File: src/fpa_pkg.sv
// Shared widths, constants, item type and scaling function for the atan2 unit.
package fpa_pkg;

  localparam int COORD_BITS   = 13;
  localparam int COORD_SCALE  = 1000;
  localparam int RATIO_SCALE  = 100;
  localparam int COEF_QUARTER = 78;
  localparam int COEF_THREE_Q = 235;
  localparam int ANGLE_W      = 10;

  // |y|*1000 + 1 and |x|*1000
  localparam int MAG_W = $clog2((2 ** (COORD_BITS - 1)) * COORD_SCALE + 2);
  localparam int XS_W  = MAG_W + 1;
  localparam int DEN_W = MAG_W + 1;
  localparam int SUM_W = DEN_W + 1;
  // quotient never exceeds RATIO_SCALE
  localparam int Q_W   = $clog2(RATIO_SCALE + 1);
  localparam int REM_W = DEN_W + Q_W;

  // floor(q * 78 / 100) as a multiply by a rounded-up reciprocal, exact for q <= 100
  localparam int SCALE_SHIFT = 19;
  localparam int SCALE_MUL   = (COEF_QUARTER * (2 ** SCALE_SHIFT) + RATIO_SCALE - 1) / RATIO_SCALE;
  localparam int SCALE_MUL_W = $clog2(SCALE_MUL + 1);
  localparam int PROD_W      = Q_W + SCALE_MUL_W;

  typedef struct packed {
    logic [REM_W-1:0] num_scaled;
    logic [DEN_W-1:0] den;
    logic             rneg;
    logic             xneg;
    logic             yneg;
  } fpa_item_t;

  function automatic logic [Q_W-1:0] scale_quarter(input logic [Q_W-1:0] q);
    logic [PROD_W-1:0] prod;
    prod = PROD_W'(q) * PROD_W'(SCALE_MUL);
    return Q_W'(prod >> SCALE_SHIFT);
  endfunction

endpackage

File: src/fixed_point_atan2_unit.sv
// Top level of the fixed-point atan2 unit.
// Computes an approximate atan2(y, x) in hundredths of a radian, one coordinate
// pair per clock: a transaction is taken whenever start is high and busy is low,
// and busy stays low in normal operation because the divider pipeline drains its
// queue every cycle. Each angle appears on out_angle_centirad for one cycle with
// out_valid high, having passed twelve registers (two front stages, one queue
// slot, a divider input stage, seven divider stages, one mapping stage); the
// receiver cannot stall.
module fixed_point_atan2_unit (
  input  logic                                 clk,
  input  logic                                 rst_n,
  input  logic                                 start,
  output logic                                 busy,
  input  logic signed [fpa_pkg::COORD_BITS-1:0] in_y_coord,
  input  logic signed [fpa_pkg::COORD_BITS-1:0] in_x_coord,
  output logic                                 out_valid,
  output logic signed [fpa_pkg::ANGLE_W-1:0]   out_angle_centirad
);

  logic               take;
  logic               push;
  logic               pop;
  logic               full;
  fpa_pkg::fpa_item_t push_item;
  fpa_pkg::fpa_item_t pop_item;

  assign busy = full;
  assign take = start && !full;

  fpa_front u_front (
    .clk     (clk),
    .rst_n   (rst_n),
    .take    (take),
    .y_coord (in_y_coord),
    .x_coord (in_x_coord),
    .push    (push),
    .item    (push_item)
  );

  fpa_queue u_queue (
    .clk       (clk),
    .rst_n     (rst_n),
    .push      (push),
    .push_item (push_item),
    .pop       (pop),
    .pop_item  (pop_item),
    .full      (full)
  );

  fpa_back u_back (
    .clk       (clk),
    .rst_n     (rst_n),
    .pop       (pop),
    .pop_item  (pop_item),
    .out_valid (out_valid),
    .out_angle (out_angle_centirad)
  );

endmodule

File: src/fpa_front.sv
// Front end: scale coordinates, classify the half plane, form numerator and divisor.
module fpa_front (
  input  logic                                     clk,
  input  logic                                     rst_n,
  input  logic                                     take,
  input  logic signed [fpa_pkg::COORD_BITS-1:0]    y_coord,
  input  logic signed [fpa_pkg::COORD_BITS-1:0]    x_coord,
  output logic                                     push,
  output fpa_pkg::fpa_item_t                       item
);

  localparam logic signed [fpa_pkg::XS_W-1:0] XSCALE = fpa_pkg::XS_W'(fpa_pkg::COORD_SCALE);

  logic                              va_r;
  logic                              vb_r;
  logic signed [fpa_pkg::XS_W-1:0]   xs_r;
  logic [fpa_pkg::MAG_W-1:0]         ay_r;
  logic                              xneg_a_r;
  logic                              yneg_a_r;
  fpa_pkg::fpa_item_t                item_r;

  logic [fpa_pkg::COORD_BITS-1:0]    ymag;
  logic signed [fpa_pkg::XS_W-1:0]   x_ext;
  logic signed [fpa_pkg::XS_W-1:0]   xs_nxt;
  logic [fpa_pkg::MAG_W-1:0]         ay_nxt;

  logic signed [fpa_pkg::SUM_W-1:0]  xs_w;
  logic signed [fpa_pkg::SUM_W-1:0]  ay_w;
  logic signed [fpa_pkg::SUM_W-1:0]  num;
  logic signed [fpa_pkg::SUM_W-1:0]  den;
  logic [fpa_pkg::SUM_W-1:0]         nabs;
  fpa_pkg::fpa_item_t                item_nxt;

  // stage A: scale by 1000
  always_comb begin
    ymag   = y_coord[fpa_pkg::COORD_BITS-1] ? (~y_coord + 1'b1) : y_coord;
    x_ext  = fpa_pkg::XS_W'(x_coord);
    xs_nxt = x_ext * XSCALE;
    ay_nxt = fpa_pkg::MAG_W'(ymag) * fpa_pkg::MAG_W'(fpa_pkg::COORD_SCALE)
             + fpa_pkg::MAG_W'(1);
  end

  // stage B: pick numerator and divisor by the sign of x
  always_comb begin
    xs_w = fpa_pkg::SUM_W'(xs_r);
    ay_w = signed'(fpa_pkg::SUM_W'(ay_r));
    if (xneg_a_r) begin
      num = xs_w + ay_w;
      den = ay_w - xs_w;
    end else begin
      num = xs_w - ay_w;
      den = xs_w + ay_w;
    end
    nabs = num[fpa_pkg::SUM_W-1] ? unsigned'(-num) : unsigned'(num);
    item_nxt.num_scaled = fpa_pkg::REM_W'(nabs[fpa_pkg::DEN_W-1:0])
                          * fpa_pkg::REM_W'(fpa_pkg::RATIO_SCALE);
    item_nxt.den  = den[fpa_pkg::DEN_W-1:0];
    item_nxt.rneg = num[fpa_pkg::SUM_W-1];
    item_nxt.xneg = xneg_a_r;
    item_nxt.yneg = yneg_a_r;
  end

  always_ff @(posedge clk) begin
    if (!rst_n) begin
      va_r <= 1'b0;
      vb_r <= 1'b0;
    end else begin
      va_r <= take;
      vb_r <= va_r;
    end
    xs_r     <= xs_nxt;
    ay_r     <= ay_nxt;
    xneg_a_r <= x_coord[fpa_pkg::COORD_BITS-1];
    yneg_a_r <= y_coord[fpa_pkg::COORD_BITS-1];
    item_r   <= item_nxt;
  end

  assign push = vb_r;
  assign item = item_r;

endmodule

File: src/fpa_queue.sv
// Two-entry queue between the front end and the divider pipeline.
module fpa_queue (
  input  logic               clk,
  input  logic               rst_n,
  input  logic               push,
  input  fpa_pkg::fpa_item_t push_item,
  output logic               pop,
  output fpa_pkg::fpa_item_t pop_item,
  output logic               full
);

  fpa_pkg::fpa_item_t mem_r [2];
  logic               wptr_r;
  logic               rptr_r;
  logic [1:0]         cnt_r;
  logic [1:0]         cnt_nxt;

  // the divider never stalls, so drain whenever something is held
  assign pop      = (cnt_r != 2'd0);
  assign pop_item = mem_r[rptr_r];
  assign full     = (cnt_r == 2'd2);

  always_comb begin
    cnt_nxt = cnt_r;
    if (push && !pop) cnt_nxt = cnt_r + 2'd1;
    else if (!push && pop) cnt_nxt = cnt_r - 2'd1;
  end

  always_ff @(posedge clk) begin
    if (!rst_n) begin
      wptr_r <= 1'b0;
      rptr_r <= 1'b0;
      cnt_r  <= 2'd0;
    end else begin
      if (push) wptr_r <= ~wptr_r;
      if (pop) rptr_r <= ~rptr_r;
      cnt_r <= cnt_nxt;
    end
    if (push) mem_r[wptr_r] <= push_item;
  end

endmodule

File: src/fpa_back.sv
// Back end: pipelined restoring divider, one quotient bit per stage, then angle mapping.
module fpa_back (
  input  logic                                  clk,
  input  logic                                  rst_n,
  input  logic                                  pop,
  input  fpa_pkg::fpa_item_t                    pop_item,
  output logic                                  out_valid,
  output logic signed [fpa_pkg::ANGLE_W-1:0]    out_angle
);

  localparam int NST = fpa_pkg::Q_W;

  logic                        v_r    [NST+1];
  logic [fpa_pkg::REM_W-1:0]   rem_r  [NST+1];
  logic [fpa_pkg::DEN_W-1:0]   den_r  [NST+1];
  logic [fpa_pkg::Q_W-1:0]     q_r    [NST+1];
  logic                        rneg_r [NST+1];
  logic                        xneg_r [NST+1];
  logic                        yneg_r [NST+1];

  logic [fpa_pkg::REM_W-1:0]   rem_nxt [NST];
  logic [fpa_pkg::Q_W-1:0]     q_nxt   [NST];

  logic                               vout_r;
  logic signed [fpa_pkg::ANGLE_W-1:0] angle_r;

  logic [fpa_pkg::Q_W-1:0]            t_mag;
  logic signed [fpa_pkg::ANGLE_W-1:0] t_s;
  logic signed [fpa_pkg::ANGLE_W-1:0] base;
  logic signed [fpa_pkg::ANGLE_W-1:0] ang;

  // each stage tries the divisor shifted to its own quotient bit
  always_comb begin
    for (int k = 0; k < NST; k++) begin
      logic [fpa_pkg::REM_W-1:0] dsh;
      dsh = fpa_pkg::REM_W'(den_r[k]) << (NST - 1 - k);
      rem_nxt[k] = rem_r[k];
      q_nxt[k]   = q_r[k];
      if (rem_r[k] >= dsh) begin
        rem_nxt[k]             = rem_r[k] - dsh;
        q_nxt[k][NST - 1 - k]  = 1'b1;
      end
    end
  end

  // angle = base - trunc(78*r/100), negated below the x axis
  always_comb begin
    t_mag = fpa_pkg::scale_quarter(q_r[NST]);
    t_s   = fpa_pkg::ANGLE_W'(t_mag);
    if (rneg_r[NST]) t_s = -t_s;
    base  = xneg_r[NST] ? fpa_pkg::ANGLE_W'(fpa_pkg::COEF_THREE_Q)
                        : fpa_pkg::ANGLE_W'(fpa_pkg::COEF_QUARTER);
    ang   = base - t_s;
    if (yneg_r[NST]) ang = -ang;
  end

  always_ff @(posedge clk) begin
    if (!rst_n) begin
      for (int k = 0; k <= NST; k++) v_r[k] <= 1'b0;
      vout_r <= 1'b0;
    end else begin
      v_r[0] <= pop;
      for (int k = 0; k < NST; k++) v_r[k+1] <= v_r[k];
      vout_r <= v_r[NST];
    end
    rem_r[0]  <= pop_item.num_scaled;
    den_r[0]  <= pop_item.den;
    q_r[0]    <= '0;
    rneg_r[0] <= pop_item.rneg;
    xneg_r[0] <= pop_item.xneg;
    yneg_r[0] <= pop_item.yneg;
    for (int k = 0; k < NST; k++) begin
      rem_r[k+1]  <= rem_nxt[k];
      den_r[k+1]  <= den_r[k];
      q_r[k+1]    <= q_nxt[k];
      rneg_r[k+1] <= rneg_r[k];
      xneg_r[k+1] <= xneg_r[k];
      yneg_r[k+1] <= yneg_r[k];
    end
    angle_r <= ang;
  end

  assign out_valid = vout_r;
  assign out_angle = angle_r;

endmodule
File: config.mk
export PLATFORM = sky130hd
export DESIGN_NAME = fixed_point_atan2_unit
export DESIGN_NICKNAME = d
export VERILOG_FILES = /design/src/fpa_pkg.sv /design/src/fixed_point_atan2_unit.sv /design/src/fpa_front.sv /design/src/fpa_queue.sv /design/src/fpa_back.sv
export SDC_FILE = /design/constraint.sdc
export NUM_CORES = 1
export LEC_CHECK = 0
export ABC_AREA = 1
export BUFFER_PORTS_ARGS = -buffer_cell sky130_fd_sc_hd__buf_4
export CORE_MARGIN = 4
export CORE_UTILIZATION = 42
export CTS_BUF_LIST = sky130_fd_sc_hd__clkbuf_2 sky130_fd_sc_hd__clkbuf_4 sky130_fd_sc_hd__clkbuf_8
export DETAILED_ROUTE_END_ITERATION = 10
export PLACE_DENSITY = 0.59
export SYNTH_ARGS = -nofsm -noshare
export SYNTH_HDL_FRONTEND = slang
export SYNTH_HIERARCHICAL = 1
export SYNTH_SLANG_ARGS = --single-unit
File: constraint.sdc
create_clock -name clk -period 17.5 [get_ports clk]
set_input_delay 5.25 -clock clk [delete_from_list [all_inputs] [get_ports clk]]
set_output_delay 5.25 -clock clk [all_outputs]
set_load 0.005 [all_outputs]
# Word level (Yosys, flattened, before mapping)
# Memories as Yosys holds them, arrays and structs flattened. A register that Yosys moved wholly into a read port is not among the register bits.
# Cells that the tools add are included.
# Widths: inputs -> output; s select.
[op_classes] add_sub_neg=18 mul=4 order_cmp=7 eq_ne=1 muxes=37 n_bitwise=11 reduce_logical=9
[op_table] operator="$mux 30" count=7
[op_table] operator="$mux 23" count=2
[op_table] operator="$ge 30x23->1" count=1
[op_table] operator="$ge 30x24->1" count=1
[op_table] operator="$ge 30x25->1" count=1
[op_table] operator="$ge 30x26->1" count=1
[op_table] operator="$ge 30x27->1" count=1
[op_table] operator="$ge 30x28->1" count=1
[op_table] operator="$ge 30x29->1" count=1
[op_table] operator="$sub 30x23->30" count=1
[op_table] operator="$sub 30x24->30" count=1
[op_table] operator="$sub 30x25->30" count=1
[op_table] operator="$sub 30x26->30" count=1
[op_table] operator="$sub 30x27->30" count=1
[op_table] operator="$sub 30x28->30" count=1
[op_table] operator="$sub 30x29->30" count=1
[op_table] operator="$mul 23x5->28 const B" count=1
[op_table] operator="$mul 7x19->26 const B" count=1
[op_table] operator="$add 23x23->24" count=1
[op_table] operator="$mux 24" count=1
[op_table] operator="$sub 23x23->24" count=1
[op_table] operator="$neg 23->23" count=1
[op_table] operator="$sub 23x23->23" count=1
[op_table] operator="$add 22x1->22 const B" count=1
[op_table] operator="other kinds (20)" count=56
[totals] ff_bits=114 mem_bits_rw=620 in_bits=29 out_inout_bits=12 elab_cells=110 n_memories=8
[mem_list] memory="u_back.rem_r" depth=8 word_bits=30 rd=7 rd_ports_with_merged_regs=0 write_ports=8 line="fpa_back.sv:14" source="logic [fpa_pkg::REM_W-1:0] rem_r [NST+1];"
[mem_list] memory="u_back.den_r" depth=8 word_bits=23 rd=7 rd_ports_with_merged_regs=0 write_ports=8 line="fpa_back.sv:15" source="logic [fpa_pkg::DEN_W-1:0] den_r [NST+1];"
[mem_list] memory="u_queue.mem_r" depth=2 word_bits=54 rd=1 rd_ports_with_merged_regs=1 write_ports=1 line="fpa_queue.sv:12" source="fpa_pkg::fpa_item_t mem_r [2];"
[mem_list] memory="u_back.q_r" depth=8 word_bits=7 rd=8 rd_ports_with_merged_regs=0 write_ports=8 line="fpa_back.sv:16" source="logic [fpa_pkg::Q_W-1:0] q_r [NST+1];"
[mem_list] memory="u_back.rneg_r" depth=8 word_bits=1 rd=8 rd_ports_with_merged_regs=0 write_ports=8 line="fpa_back.sv:17" source="logic rneg_r [NST+1];"
[mem_list] memory="u_back.v_r" depth=8 word_bits=1 rd=8 rd_ports_with_merged_regs=1 write_ports=8 line="fpa_back.sv:13" source="logic v_r [NST+1];"
[mem_list] memory="+2 memories"

# Depth between registers and ports, before layout
# An unclocked memory read counts as a cell.
[depth] ltp_word=7 depth_mapped=37 ltp_nobuf=37

# Hierarchy
# The synthesis kept the hierarchy.
[modules_own_cells] mod="fpa_back" instances=1 cells_per_inst=2662 area_per_inst_um2=21763.4 seq_area_each_um2=8848.5
[modules_own_cells] mod="fpa_front" instances=1 cells_per_inst=1710 area_per_inst_um2=12926.1 seq_area_each_um2=1841.8
[modules_own_cells] mod="fpa_queue" instances=1 cells_per_inst=207 area_per_inst_um2=4429.2 seq_area_each_um2=3463.3
[modules_own_cells] mod="fixed_point_atan2_unit" instances=1 cells_per_inst=2 area_per_inst_um2=10.0 seq_area_each_um2=0.0

# Worst setup path before layout
# Ideal clock, no wire load.
[synth_timing] path_type="in2reg" startpoint="input in_y_coord[1] (netlist bit)" endpoint="register u_front/ay_r[17] (netlist bit)" t_arrival_ns=9.666 slack_ns=7.707 path_stages=20 path_cell_list="inv_1 > ha_1 > inv_1 > nor3_1 > inv_1 > nor2_1 > nand2_1 > nand2_1 > xor2_1 > inv_1 > fa_1 > inv_1 > fa_1 > fa_1 > fa_1 > ha_1 > a21oi_1 > a21boi_0 > o21ai_0 > xor2_1"
[synth_via] elab_chain_cells=5
[synth_lines] item="start, declared" line="fixed_point_atan2_unit.sv:14" source="input logic signed [fpa_pkg::COORD_BITS-1:0] in_y_coord,"
[synth_lines] item="$not 13->13" line="fpa_front.sv:36" source="ymag = y_coord[fpa_pkg::COORD_BITS-1] ? (~y_coord + 1'b1) : y_coord;"
[synth_lines] item="$add 13x1->13" line="fpa_front.sv:36"
[synth_lines] item="$mux 13 *" line="fpa_front.sv:36"
[synth_lines] item="$mul 13x7->19 *" line="fpa_front.sv:39" source="ay_nxt = fpa_pkg::MAG_W'(ymag) * fpa_pkg::MAG_W'(fpa_pkg::COORD_SCALE)"
[synth_lines] item="$add 22x1->22 *" line="fpa_front.sv:40" source="+ fpa_pkg::MAG_W'(1);"
[synth_lines] item="via u_front.ay_nxt, one bit" line="fpa_front.sv:25" source="logic [fpa_pkg::MAG_W-1:0] ay_nxt;"
[synth_lines] item="end signal, assigned" line="fpa_front.sv:72" source="ay_r <= ay_nxt;"
[synth_lines] item="end, declared" line="fpa_front.sv:17" source="logic [fpa_pkg::MAG_W-1:0] ay_r;"
# The timed path passes the listed nets; every way through them passes the cells marked *.
# A chain may end at the register's enable or synchronous reset.

# Worst setup path after layout
[layout_timing] startpoint="input in_y_coord[0] (netlist bit)" endpoint="register u_front/ay_r[21] (netlist bit)"
# The elaborated chain is that of the path after synthesis.

==> flow_summary.ini <==
[outcome]
status = finished, final reports clean

[timing]
fmax_mhz = 101.6
tightest_slew_ns = 1.108
finalHoldViolations = 0
finalSetupTns_ns = 0
slew_viol_final = 0
setup_violations = 0
setup_ws_ns = 7.653
rsz0062_at_grt = no
relSlewSlack = 0.2606
finalCritPeriodShare = 0.5627
fin_crit_ns = 9.847
clock_skew_ns = 0.05051

[job]
drv_cap = 0

[global_routing]
antenna_found_initial = 2
grt_pass1_vias = 29800
grt_max_degree = 57
grt_overflow = 0
grt_pass1_wl_um = 145400
grt_usage = 0.1815

[floorplan]
core_um2 = 92080
start_util = 0.4249
die_w_um = 313.2
dieHeight_um = 313.2
ioPinCount = 41
num_rows = 111
die_area_um2 = 98110

[route]
ant_nets = 0
drtIter0Drc = 1324
via_count = 28970
drc = 0
post_drt_wl_per_cell_um = 14.69
drt-vias-per-instance = 4.826
drt-total-wl_um = 88210
dr.pass1.iters = 6

[clocking]
clockBufferDepth = 3
cts_hold_buf = 0
numCtsBuffers = 109
htreeDepth = 3
cts-resized-gates = 0
post-cts-setup-buffer-count = 0
root_buffer = clkbuf_8
tritoncts = built
clock_latency_ns = 0.75
cts_sinks = 651
clk_pin_slew_worst_paths_ns = 0.07

[worst_setup_path]
crit_start = in_y_coord[0]
worstSetupEndpointType = flop
r2r_slack_ns = 11.25
rr_worst_depth = 30
cp_slowest_stage_delay_ns = 0.61
r2r_end = u_back/out_angle[9]
cp_slowest_cell = xor2_1
worstPathRequired_ns = 18.15
startpoint_type = input port
arrival_ns = 10.50
crit_top_cell = inv_1
cp_cell_sequence = buf_4 -> inv_1 -> ha_1 -> inv_1 -> nor3_1 -> inv_1 -> nor2_1 -> nand2_1 -> o31ai_1 -> xor2_1 -> inv_1 -> fa_1 -> fa_1 -> inv_1 -> fa_1 -> fa_1 -> ha_1 -> a21oi_1 -> o21ai_0 -> nand2_1 -> nand3_1 -> a31oi_1 -> xor2_1
crit_end = u_front/ay_r[21]
critical_path_class = in2reg
r2r_start = u_back/q_r[1][22]
crit_fanout = 6

[synth]
synth_edf_count = 112
yosysTopAreaCellShare = 0.2758
syn_area_um2 = 39130
ys_ff_latch = 651
ys_warn_count = 6
yosysSeqAreaShare = 0.3617
yosys.area.top_type = dfxtp_1
async_flop_share = 0
synth_area_leaders = dfxtp_1 (28%), ha_1 (14%), edfxtp_1 (8.6%), nand2_1 (8.6%), fa_1 (7.1%)
synthFlopType = dfxtp_1
synthCells = 4581
yosysUniqueCellTypes = 68
syn_area_per_cell_um2 = 8.542

[place]
port_buffers = 40
dpl.hpwl_um = 71600
dp_slack_ns = 6.929
gp_congestion = 0.9142

[finish]
drive_gt1_frac = 0.08466
final-seq-area_um2 = 14160
mostFrequentLayoutCells = nand2_1 (896), inv_1 (708), dfxtp_1 (538), ha_1 (446), a21oi_1 (299)
nets = 5281
fillCellCount = 9083
area_growth_syn_to_layout_pct = 10.12
multi_input_area_um2 = 21800
final_common_cell = nand2_1

[hold_path]
hold_path.class = reg2reg
-- Yosys cell counts, types with 4 or more instances --
| library cell | instances |
|---|---|
| a211oi_1 | 5 |
| a21boi_0 | 4 |
| a21o_1 | 24 |
| a21oi_1 | 299 |
| a21oi_2 | 8 |
| a221oi_1 | 5 |
| a31oi_1 | 24 |
| buf_2 | 18 |
| buf_4 | 16 |
| buf_6 | 11 |
| clkbuf_1 | 29 |
| dfxtp_1 | 539 |
| edfxtp_1 | 112 |
| fa_1 | 138 |
| ha_1 | 446 |
| inv_1 | 709 |
| inv_2 | 14 |
| mux2_2 | 16 |
| mux2_4 | 40 |
| nand2_1 | 896 |
| nand2_2 | 11 |
| nand3_1 | 200 |
| nand3_2 | 4 |
| nand3b_1 | 6 |
| nand4_1 | 45 |
| nor2_1 | 235 |
| nor2_2 | 6 |
| nor3_1 | 42 |
| nor4_1 | 18 |
| o2111ai_1 | 6 |
| o211ai_1 | 9 |
| o21a_1 | 10 |
| o21ai_0 | 263 |
| o21ai_1 | 19 |
| o21ai_2 | 27 |
| o21bai_1 | 23 |
| o221ai_1 | 6 |
| o22ai_1 | 4 |
| o31ai_1 | 5 |
| or2_2 | 10 |
| xnor2_1 | 87 |
| xor2_1 | 155 |
-- sequential cells by signal (all words and copies together), names as in the netlist, named ones only --
signal,cells
u_queue/mem_r,112
u_back/q_r,28
u_back/out_angle,10
u_back/den_r,161
u_back/xneg_r,8
u_front/xneg_a_r,1
u_back/v_r,8
u_front/item,49
u_back/rneg_r,8
u_back/out_valid,1
u_queue/cnt_r,2
u_front/yneg_a_r,1
u_back/rem_r,210
u_queue/rptr_r,1
u_front/xs_r,20
u_queue/wptr_r,1
u_front/va_r,1
u_front/push,1
u_front/ay_r,19
u_back/yneg_r,8
-- metrics by stage --
| step | util | cell area, um^2 | hold WS (ns) | std cells |
|---|---|---|---|---|
| 6_report | 0.4680 | 43090 | 0.3157 | 6004 |
| 3_3_place_gp | 0.4410 | 40610 | 0.3098 | 5800 |
| 4_1_cts | 0.4679 | 43090 | 0.3129 | 6003 |
| 2_1_floorplan | - | 39140 | 0.3096 | 4585 |
| 5_1_grt | 0.4680 | 43090 | 0.3261 | 6004 |
| 3_5_place_dp | 0.4410 | 40610 | 0.3121 | 5800 |
-- critical path, delay by kind of cell --
family | cells | cell delay [ns]
adders and majority gates | 6 | 2.52
and+or+nand+nor | 5 | 0.48
buffers and inverters | 6 | 0.61
xor gates and xnor gates | 2 | 0.78
AOI/OAI and AO/OA | 4 | 0.86
-- layer usage --
metal / share of wire / GRT usage
met3: 0.031 / 0.02559
met5: 0.00010 / 0
met1: 0.42 / 0.2036
met4: 0.062 / 0.1083
met2: 0.49 / 0.3269
-- cells by family (layout without fill, tap and decap cells) --
kind of cell             count (synthesis)  in the layout  share of synthesized area
AO/OA/AOI/OAI                          754            754                     0.1090
XOR/XNOR                               244            244                    0.05500
adder cells (fa/ha/maj)                584            584                     0.2132
buffers and inverters                  803            978                    0.08167
flip-flops                             651            651                     0.3617
multiplexers                            56             56                    0.01995
other                                    2              7                  0.0001919
AND/OR/NAND/NOR                       1487           1487                     0.1593
-- final cells by class --
class	instances	area share
diodes	1	0.00005808
clock inverters	32	0.009263
flip-flops and latches	651	0.3286
repair buffers	48	0.008363
well taps	1243	0.03609
inverters	727	0.06345
multi-input cells	3131	0.5060
clock buffers	171	0.04823
-- worst min-delay path by stage --
stage,slack (ns),start,cells after the start,endpoint
global placement,0.31,u_back/q_r[1][18],0,u_back/q_r[1][25]
finish,0.32,u_back/q_r[1][11],0,u_back/q_r[1][18]
global route,0.33,u_back/q_r[1][11],0,u_back/q_r[1][18]
CTS,0.31,u_back/q_r[1][11],0,u_back/q_r[1][18]
detailed placement,0.31,u_back/rneg_r[1][0],0,u_back/rneg_r[1][1]
floorplan,0.31,u_back/q_r[0][13],0,u_back/q_r[0][20]
Power is left out: the tool's default activity adds up to more than one toggle a clock period on the data nets, which glitch-free logic cannot reach.
